File: src/design/bsmh_ram.sv
// bsmh_ram: generic single-write, single-read memory with registered read.
// No dependencies.
module bsmh_ram #(
  parameter int WIDTH = 8,
  parameter int DEPTH = 16
) (
  input  logic                     clk,
  input  logic                     we,
  input  logic [$clog2(DEPTH)-1:0] waddr,
  input  logic [WIDTH-1:0]         wdata,
  input  logic [$clog2(DEPTH)-1:0] raddr,
  output logic [WIDTH-1:0]         rdata
);

  logic [WIDTH-1:0] mem [DEPTH];

  always_ff @(posedge clk) begin
    if (we) begin
      mem[waddr] <= wdata;
    end
    rdata <= mem[raddr];
  end

endmodule

File: config.mk
export PLATFORM = sky130hd
export DESIGN_NAME = bsmh_ram
export DESIGN_NICKNAME = d
export VERILOG_FILES = /design/src/design/bsmh_ram.sv
export SDC_FILE = /design/constraint.sdc
export NUM_CORES = 1
export LEC_CHECK = 0
export ABC_AREA = 1
export BUFFER_PORTS_ARGS = -buffer_cell sky130_fd_sc_hd__clkbuf_2
export CAP_MARGIN = 20
export CORE_ASPECT_RATIO = 0.75
export CORE_UTILIZATION = 55
export CTS_CLUSTER_SIZE = 10
export DETAILED_ROUTE_END_ITERATION = 16
export PLACE_DENSITY = 0.72
export SETUP_SLACK_MARGIN = 0.3
export SYNTH_ARGS = -nofsm -noshare
export SYNTH_HDL_FRONTEND = slang
export SYNTH_SLANG_ARGS = --single-unit
File: constraint.sdc
create_clock -name clk -period 1.6 [get_ports clk]
set_input_delay 0.24 -clock clk [delete_from_list [all_inputs] [get_ports clk]]
set_output_delay 0.24 -clock clk [all_outputs]
set_load 0.02 [all_outputs]
# Yosys cells after proc, flatten, opt, wreduce, memory -nomap -nowiden
# Memory sizes are Yosys's and may differ from the RTL's. A register that Yosys moved wholly into a read port is not among the register bits.
# Index checks and enable logic that the tools add are counted.
[classes]
order_cmp = 0
reduce_logical = 0
div = 0
add_sub_neg = 0
bitwise = 0
mul = 0
n_eq_ne = 0
shift = 0
muxes = 2
[op_table]
columns = ["op", "n"]
rows = [
  ["2-to-1 mux 1 bit", 2],
]
[totals]
in_bits = 18
out_inout_bits = 8
latchBits = 0
n_memories = 1
elab_cells = 3
romBits = 0
regBits = 0
mem_bits_rw = 128
[memory_table]
columns = ["memory", "words", "word_bits", "read_ports", "rd_ports_with_merged_regs", "wr", "line_no", "text"]
rows = [
  ["mem", 16, 8, 1, 1, 1, "15", "logic [WIDTH-1:0] mem [DEPTH];"],
]

# Depth between registers and ports, before layout
# Gate-level depths: netlist of the first run.
[logic_depth]
ltp_word = 2
ltp_mapped = 8
ltp_nobuf = 7

# Worst setup path before layout of the first run
# No wires, ideal clock.
[synth_timing]
kind = "input to register"
from = "in waddr[2]"
to = "mem mem[10][0] (enable)"
t_required_ns = 1.230
n_path_buf = 0
setup_time_ns = 0.370
path_slack_ns = 0.409
t_arrival_ns = 0.821
stages = 2
path_cell_list = "nand3b_1 > nor2_1"
[synth_rtl]
columns = ["item", "line_no", "text"]
rows = [
  ["start, declared", "9", "input logic [$clog2(DEPTH)-1:0] waddr,"],
  ["end, declared", "15", ""],
]
# No word-level cell before the write port.

# Worst setup path after layout of the first run
[layout_timing]
from = "reg rdata[5], read port of mem"
to = "out rdata[5]"
[layout_rtl]
columns = ["item", "line_no", "text"]
rows = [
  ["start, declared", "12", "output logic [WIDTH-1:0] rdata"],
]
# No word-level cell between the ends.

==> run_results.csv, run 1 <==
group,metric,value,unit
run_status,outcome,"finished, final reports clean",
power,power.leakage,2.92,nW
setup_path,r2r_slack,0.58,ns
die,start_util,0.581,
drt,wl_per_cell,18.1,microns
die,die_w,120,microns
timing,clock_skew,0.0130,ns
global_routing,grt_pass1_wl,20800,microns
clock_tree,post_cts_resized,0,
setup_path,end_kind,"primary output",
setup_path,crit_path_max_incr_delay,0.35,ns
power,p_per_area,1250,nW/um^2
placement,dpl.hpwl,7920,microns
flow_run,max-cap-violations,0,
synth,synth_seq_area_share,0.694,
power,ir_drop,0.844,mV
timing,tns,0,ns
final_layout,drive_above_1_share,0.132,
global_routing,antenna_found_initial,0,
drt,wl,13400,microns
clock_tree,numClockSinks,136,
synth,syn_area,5770,sq um
clock_tree,tritoncts,"yes",
placement,dp.cells,705,
drt,postRouteAntennaNets,0,
drt,vias,3904,
timing,timing.slew.headroom,0.571,
drt,first_pass_iters,5,
synth,ys_types,12,
die,core,9930,sq um
die,die-area,10900,sq um
timing,maxSlewViolCount,0,
setup_path,timing.critical_path.from_type,"register",
final_layout,nNetsFinal,610,
drt,drtIter0Drc,600,
timing,fmax,0.832,GHz
setup_path,critPathKind,"reg -> out",
timing,min_period_over_period,0.752,
timing,min_period,1.20,ns
clock_tree,post_cts_buffers,0,
clock_tree,ctsRootBufferMaster,"clkbuf_16",
placement,gp_congestion,0.844,
global_routing,grt_usage,0.269,
timing,hold_viol_final,0,
placement,placed_area,6070,sq um
setup_path,cp.required,1.36,ns
clock_tree,cts_buffers,17,
synth,syn_avg_cell_area,10.5,sq um
global_routing,grt_max_degree,65,
setup_path,path_cells,"clkbuf_2",
clock_tree,htree_levels,4,
final_layout,area_delta_synth_final,15.4,%
synth,syn-instance-count,551,
drt,drc,0,
clock_tree,clkLatencyLatePin,0.42,ns
die,die_y,90.7,microns
timing,worst_pin_slew,0.642,ns
timing,setup_viol,0,
die,std_cell_rows,31,
final_layout,num_antenna_cells,0,
synth,syn_nets,569,
setup_path,critPathBufInv,1,
global_routing,grt_pass1_vias,3696,
clock_tree,holdBufCountCts,0,
final_layout,final_area,6660,sq um
setup_path,worstPathMaxFanout,1,
die,pin_count,26,
final_layout,fin_cells,737,
timing,rsz0062_at_grt,"no",
synth,ys_seq_elements,136,
setup_path,crit_family,"flip-flops",
drt,viasPerCell,5.30,
synth,ys_warn_count,0,
setup_path,cp.arrival,0.96,ns
worst_hold_path,min_path_type,"in -> reg",
clock_tree,cts_buffer_depth,2,
global_routing,grt_overflow,0,
placement,portBuffers,25,
clock_tree,cts.clk_slew.worst_paths,0.06,ns
setup_path,crit_path_top_delay_cell,"dfxtp_1",
stage by stage:
step / util / total power [mW] / hold WS (ns) / setup WS [ns]
6_report: 0.670 / 8.33 / 0.232 / 0.397
5_1_grt: 0.670 / 8.59 / 0.214 / 0.364
4_1_cts: 0.670 / 8.36 / 0.214 / 0.385
3_5_place_dp: 0.612 / 4.59 / 0.642 / 0.164
3_3_place_gp: 0.612 / 4.58 / 0.643 / 0.232
2_1_floorplan: - / 4.39 / 0.339 / 0.409
final cells by class:
class,count,area [sq um]
Clock buffer,19,453
Clock inverter,13,129
Fill cell,753,3270
Inverter,102,383
Multi-Input combinational cell,289,1210
Sequential cell,136,4000
Tap cell,132,165
Timing Repair Buffer,46,308
synth_stat cells:
library cell    n  share of area
nand3b_1        2         0.0026
inv_1         100          0.065
buf_4           4         0.0052
dfxtp_1         8          0.028
nand2_1       173           0.11
buf_1           1        0.00065
buf_6           6          0.012
nor2_1         17          0.011
nand3_1        97          0.084
inv_2           2         0.0013
edfxtp_1      128           0.67
buf_2          13          0.011
cell families (layout without fill, tap and decap cells):
| logic type | after synthesis | after routing | share of synthesized area |
|---|---|---|---|
| AND/OR/NAND/NOR | 289 | 289 | 0.210 |
| buffers and inverters | 126 | 180 | 0.0952 |
| flip-flops | 136 | 136 | 0.694 |
layout by cell type (no fill, tap or decap):
master | Yosys | routed
dfxtp_1 | 8 | 8
clkinv_2 | 0 | 6
nand2_1 | 173 | 173
clkbuf_8 | 0 | 2
inv_1 | 100 | 100
nor2_1 | 17 | 17
nand3b_1 | 2 | 2
edfxtp_1 | 128 | 128
bufinv_16 | 0 | 2
clkinvlp_4 | 0 | 4
clkbuf_2 | 0 | 25
buf_12 | 0 | 2
clkbuf_16 | 0 | 17
clkinv_4 | 0 | 1
buf_4 | 4 | 19
inv_2 | 2 | 2
nand3_1 | 97 | 97
where the power goes:
group          switching, mW  leakage, nW  internal, mW
registers             0.0275         1.22          3.98
logic                  0.372         1.42         0.144
clock network           1.45        0.280          2.35
sequential cells by signal, summed over array words and instances, names as in the netlist:
name   flops
mem      128
rdata      8
path summary, 6_finish.rpt:
kind | startpoint | to | cells past startpoint
worst max-delay path | rdata[5] | rdata[5] | 1
worst min-delay path | raddr[3] | rdata[5] | 3
worst max register to register | mem[1][5] | rdata[5] | 6
worst min register to register | mem[15][5] | rdata[5] | 6
routing by layer:
| metal | global-route usage | part of all wire | up-vias |
|---|---|---|---|
| li1 | - | - | 1856 |
| met1 | 0.393 | 0.43 | 1830 |
| met2 | 0.386 | 0.45 | 205 |
| met3 | 0.0852 | 0.11 | 13 |
| met4 | 0.0761 | 0.0082 | 0 |
| met5 | 0 | 0 | - |
No activity file was read; power rests on OpenSTA's default activity.
==> run 2, diff against run 1 <==
--- a/config.mk
+++ b/config.mk
@@ -12,7 +12,7 @@
 export CORE_UTILIZATION = 55
 export CTS_CLUSTER_SIZE = 10
 export DETAILED_ROUTE_END_ITERATION = 16
-export PLACE_DENSITY = 0.72
+export PLACE_DENSITY = 0.75
 export SETUP_SLACK_MARGIN = 0.3
 export SYNTH_ARGS = -nofsm -noshare
 export SYNTH_HDL_FRONTEND = slang
==> constraint.sdc (replaced) <==
create_clock -name clk -period 1 [get_ports clk]
set_input_delay 0.15 -clock clk [delete_from_list [all_inputs] [get_ports clk]]
set_output_delay 0.15 -clock clk [all_outputs]
set_load 0.02 [all_outputs]
==> run 2 against run 1 <==
Net effect:
- register-to-register slack lost 0.56 ns
- largest cell class unchanged
- design area grew 14%
- wire length grew 5.9%
- critical endpoint unchanged
- sequential power grew 61%
- count of clock-buffer cells in the layout grew 8
- the run now ends with negative setup slack left
- clock power grew 62%
==> run_results.csv, run 2 (same netlist as run 1, synthesis figures left out) <==
group,metric,value,unit
worst_hold_path,min_path_type,"in -> reg",
setup_path,critPathBufInv,1,
drt,wl,14200,microns
setup_path,timing.critical_path.from_type,"register",
worst_hold_path,hp-start,"raddr[3]",
final_layout,area_delta_synth_final,31.4,%
global_routing,grt_pass1_vias,4037,
die,core,9930,sq um
setup_path,critPathKind,"reg -> out",
die,pin_count,26,
timing,clock_skew,0.00719,ns
final_layout,final_cell_mix,"nand2_1 (140), edfxtp_1 (128), inv_1 (92), nand3_1 (50), nand3_2 (46)",
setup_path,worstPathMaxFanout,1,
placement,portBuffers,25,
placement,dp_slack,-0.299,ns
drt,first_pass_iters,6,
setup_path,r2r_slack,0.02,ns
die,die-area,10900,sq um
final_layout,top_register,"mem",
global_routing,grt_pass1_wl,21500,microns
global_routing,grt_usage,0.279,
setup_path,timing.rr.start,"mem[12][5]",
clock_tree,numClockSinks,136,
flow_run,max-cap-violations,0,
drt,wl_per_cell,18.9,microns
final_layout,nNetsFinal,623,
clock_tree,htree_levels,4,
global_routing,grt_max_degree,35,
die,start_util,0.581,
timing,rsz0062_at_grt,"yes",
timing,worst_pin_slew,0.446,ns
timing,maxSlewViolCount,0,
run_status,failed_checks,"negative setup slack",
setup_path,cp-startpoint,"rdata[5]",
global_routing,antenna_found_initial,0,
timing,min_period_over_period,1.02,
final_layout,largest_register_ffs,128,
die,std_cell_rows,31,
setup_path,rr_worst_depth,6,
die,die_y,90.7,microns
clock_tree,holdBufCountCts,0,
clock_tree,cts.clk_slew.worst_paths,0.06,ns
final_layout,top_regs,"mem: 128 flops, rdata: 8 flops",
final_layout,layout_commonest_cell,"nand2_1",
clock_tree,cts_buffer_depth,2,
final_layout,drive_above_1_share,0.330,
placement,dpl.hpwl,8580,microns
setup_path,crit_path_max_incr_delay,0.34,ns
timing,postLayoutSetupSlackWorst,-0.0212,ns
setup_path,end_kind,"primary output",
setup_path,path_cells,"buf_8",
timing,fmax,0.979,GHz
power,total_power,13.8,mW
placement,gp_congestion,0.804,
setup_path,crit_family,"flip-flops",
drt,drc,0,
setup_path,r2r-end,"rdata[5]",
setup_path,crit_path_top_delay_cell,"dfxtp_2",
drt,vias,4093,
clock_tree,tritoncts,"yes",
timing,whs,0.206,ns
final_layout,final_area,7570,sq um
timing,timing.slew.headroom,0.702,
clock_tree,clkLatencyLatePin,0.42,ns
run_status,outcome,"finished with violations",
setup_path,cp.arrival,0.87,ns
drt,viasPerCell,5.46,
power,ir_drop,1.34,mV
timing,setup_viol,8,
clock_tree,cts_buffers,17,
timing,hold_viol_final,0,
drt,drtIter0Drc,425,
placement,placed_area,6490,sq um
worst_hold_path,hold_end,"rdata[7]",
die,die_w,120,microns
clock_tree,ctsRootBufferMaster,"clkbuf_16",
worst_hold_path,whs_path_depth,4,
final_layout,num_antenna_cells,0,
setup_path,cp.required,0.85,ns
power,power.leakage,3.21,nW
timing,min_period,1.02,ns
global_routing,grt_overflow,0,
drt,postRouteAntennaNets,0,
power,p_per_area,1820,nW/um^2
==> run 2: changes by cell type in the layout (fill, tap and decap cells not counted), moves of 13 or more <==
cell     previous run  this run
buf_12              2        17
nand2_1           173       140
nand2_2             0        29
nand3_1            97        50
nand3_2             0        46
nor2_1             17         0
nor2_4              0        13
==> run 2: worst max-delay path by stage <==
stage                 end  cells past startpoint  slack (ns)
3_3_place_gp    mem[4][2]                      4       -0.27
6_report         rdata[5]                      1       -0.02
4_1_cts          rdata[5]                      1       -0.05
2_1_floorplan  mem[10][0]                      2       -0.02
3_5_place_dp    mem[5][2]                      4       -0.30
5_1_grt          rdata[5]                      1       -0.05
==> run 2: layout make-up <==
| cell class | count | area, sq um |
|---|---|---|
| flip-flops and latches | 136 | 4010 |
| fillers | 629 | 2350 |
| multi-input cells | 289 | 1670 |
| repair buffers | 59 | 729 |
| clock buffers | 27 | 577 |
| inverters | 102 | 395 |
| well taps | 132 | 165 |
| clock inverters | 5 | 27.5 |
==> run 2: repair_timing <==
item / CTS / global route
buffers inserted: 3 / 1
endpoints found under the hold margin: 0 / 0
pin swaps: 33 / 35
resized for setup: 70 / 48
setup endpoints to repair: 111 / 80
==> run 2: per-layer routing <==
layer	share of wire	routed length (microns)	up-vias	track usage
met4	0.016	223	0	0.0905
li1	-	-	1885	-
met2	0.49	6960	178	0.439
met3	0.070	993	21	0.0934
met1	0.42	5980	2009	0.364
met5	0	0	-	0
==> run 2: metrics by stage <==
stage,std cells,utilization,TNS [ns]
floorplan,551,-,-1.51
global placement,714,0.654,-22.79
detailed placement,714,0.654,-26.13
CTS,749,0.748,-0.273
global route,750,0.763,-0.348
finish,750,0.763,-0.0664
==> run 2: power by group <==
part           switching, mW  internal (mW)  total (mW)  leakage (nW)
Sequential            0.0545           6.38        6.44          1.22
Combinational          0.732          0.436        1.17          1.69
Clock                   2.23           3.93        6.16         0.301
Total                   3.01           10.8        13.8          3.21
==> run 3, diff against run 2 <==
--- a/config.mk
+++ b/config.mk
@@ -7,11 +7,11 @@
 export LEC_CHECK = 0
 export ABC_AREA = 1
 export BUFFER_PORTS_ARGS = -buffer_cell sky130_fd_sc_hd__clkbuf_2
-export CAP_MARGIN = 20
 export CORE_ASPECT_RATIO = 0.75
 export CORE_UTILIZATION = 55
 export CTS_CLUSTER_SIZE = 10
 export DETAILED_ROUTE_END_ITERATION = 16
+export MAX_ROUTING_LAYER = met4
 export PLACE_DENSITY = 0.75
 export SETUP_SLACK_MARGIN = 0.3
 export SYNTH_ARGS = -nofsm -noshare
==> run 3 against run 2 <==
Net effect:
- the run still ends with negative setup slack left
- sequential share of layout area unchanged
- core utilization unchanged
- sequential power about the same
- sequential cell count unchanged
- setup slack better by 0.00083 ns
- design area unchanged
- clock skew up 0.00095 ns
- global-route usage up 0.86 points
- count of clock-buffer cells in the layout unchanged
- non-clock buffer count unchanged
- highest routed layer unchanged
- hold slack better by 0.0027 ns
- largest cell class unchanged
- combinational power about the same
==> run_results.csv, run 3 (same netlist as run 1, synthesis figures left out) <==
group,metric,value,unit
timing,postLayoutSetupSlackWorst,-0.0203,ns
setup_path,path_cells,"buf_8",
global_routing,grt_overflow,0,
final_layout,largest_register_ffs,128,
clock_tree,cts.clk_slew.worst_paths,0.06,ns
run_status,outcome,"finished with violations",
timing,whs,0.208,ns
setup_path,cp.arrival,0.87,ns
setup_path,rr_worst_depth,6,
setup_path,r2r-end,"rdata[1]",
global_routing,grt.busiest_layer,"met2",
final_layout,final_cell_mix,"nand2_1 (140), edfxtp_1 (128), inv_1 (92), nand3_1 (50), nand3_2 (46)",
die,start_util,0.581,
final_layout,drive_above_1_share,0.330,
drt,vias,4097,
final_layout,num_antenna_cells,0,
setup_path,timing.critical_path.from_type,"register",
power,switching_power,3.01,mW
timing,min_period,1.02,ns
timing,setup_viol,8,
clock_tree,cts_buffer_depth,2,
global_routing,antenna_found_initial,0,
drt,wl_per_cell,18.9,microns
placement,portBuffers,25,
worst_hold_path,min_path_type,"in -> reg",
global_routing,grt_pass1_wl,21600,microns
power,p_per_area,1820,nW/um^2
drt,viasPerCell,5.46,
setup_path,crit_path_top_delay_cell,"dfxtp_2",
setup_path,end_kind,"primary output",
timing,fmax,0.980,GHz
final_layout,top_register,"mem",
drt,drc,0,
clock_tree,clkLatencyLatePin,0.41,ns
setup_path,cp.required,0.85,ns
drt,postRouteAntennaNets,0,
die,die_y,90.7,microns
die,pin_count,26,
die,std_cell_rows,31,
power,pwr-share-seq,0.468,
setup_path,r2r_slack,0.02,ns
drt,wl,14200,microns
clock_tree,numClockSinks,136,
clock_tree,cts_buffers,17,
setup_path,cp-startpoint,"rdata[5]",
die,core,9930,sq um
final_layout,area_delta_synth_final,31.4,%
setup_path,timing.rr.start,"mem[10][1]",
drt,first_pass_iters,5,
run_status,failed_checks,"negative setup slack",
global_routing,grt_pass1_vias,4023,
global_routing,gr-usage-met3,0.0934,
flow_run,max-cap-violations,0,
worst_hold_path,whs_path_depth,4,
power,clkPwrFrac,0.447,
timing,maxSlewViolCount,0,
placement,dp_slack,-0.299,ns
worst_hold_path,hp-start,"raddr[3]",
final_layout,top_regs,"mem: 128 flops, rdata: 8 flops",
timing,clock_skew,0.00814,ns
power,ir_drop,1.35,mV
setup_path,crit_family,"flip-flops",
final_layout,fin_cells,750,
worst_hold_path,hold_end,"rdata[7]",
setup_path,worstPathMaxFanout,1,
power,total_power,13.8,mW
global_routing,grt.met1_usage,0.364,
clock_tree,htree_levels,4,
final_layout,layout_commonest_cell,"nand2_1",
global_routing,use_met2,0.440,
timing,worst_pin_slew,0.443,ns
placement,gp_congestion,0.816,
die,die_w,120,microns
final_layout,nNetsFinal,623,
clock_tree,tritoncts,"yes",
power,combPwrFrac,0.085,
clock_tree,ctsRootBufferMaster,"clkbuf_16",
clock_tree,holdBufCountCts,0,
timing,rsz0062_at_grt,"yes",
setup_path,critPathKind,"reg -> out",
power,swShare,0.219,
placement,dpl.hpwl,8580,microns
global_routing,grt_max_degree,35,
timing,hold_viol_final,0,
placement,dp.cells,714,
power,power.leakage,3.21,nW
setup_path,critPathBufInv,1,
power,internal_power,10.8,mW
global_routing,grt_usage,0.287,
timing,timing.slew.headroom,0.705,
die,die-area,10900,sq um
timing,min_period_over_period,1.02,
timing,tns,-0.0571,ns
drt,drtIter0Drc,380,
setup_path,crit_path_max_incr_delay,0.34,ns
-- run 3: cell counts in the layout (fill, tap and decap cells not counted) --
No cell type changed its count.
-- run 3: layer usage --
layer  routed length, microns  part of all wire
met1                     5780              0.41
met5                        0                 0
met4                      309             0.022
met2                     6970              0.49
met3                     1110             0.079
-- run 3: stage by stage --
step	utilization	instance area [sq um]
floorplan	-	6030
global placement	0.654	6490
detailed placement	0.654	6490
CTS	0.748	7430
global route	0.763	7570
finish	0.763	7570
-- run 3: cell type report --
cell class	count	area [sq um]
fillers	629	2350
well taps	132	165
inverters	102	395
clock buffers	27	577
repair buffers	59	729
clock inverters	5	27.5
multi-input cells	289	1670
flip-flops and latches	136	4010
-- run 3: repair_timing --
action / CTS / global route
endpoints found under the hold margin: 0 / 0
setup endpoints to repair: 111 / 80
buffers inserted: 3 / 1
resized for setup: 70 / 48
pin swaps: 33 / 34
-- run 3: worst max path at each step --
stage,endpoint,slack [ns],cells past startpoint
2_1_floorplan,mem[10][0],-0.02,2
3_3_place_gp,mem[4][2],-0.27,4
3_5_place_dp,mem[5][2],-0.30,4
4_1_cts,rdata[5],-0.05,1
5_1_grt,rdata[5],-0.05,1
6_report,rdata[5],-0.02,1
-- run 3: power by group through the flow --
stage                     clock (mW)  combinational, mW  sequential (mW)
final                           6.16               1.17             6.44
after global routing            6.45               1.25             6.45
after CTS                       6.20               1.10             6.43
after detailed placement           0              0.952             6.53
after global placement             0              0.929             6.53
after floorplan                    0              0.541             6.57
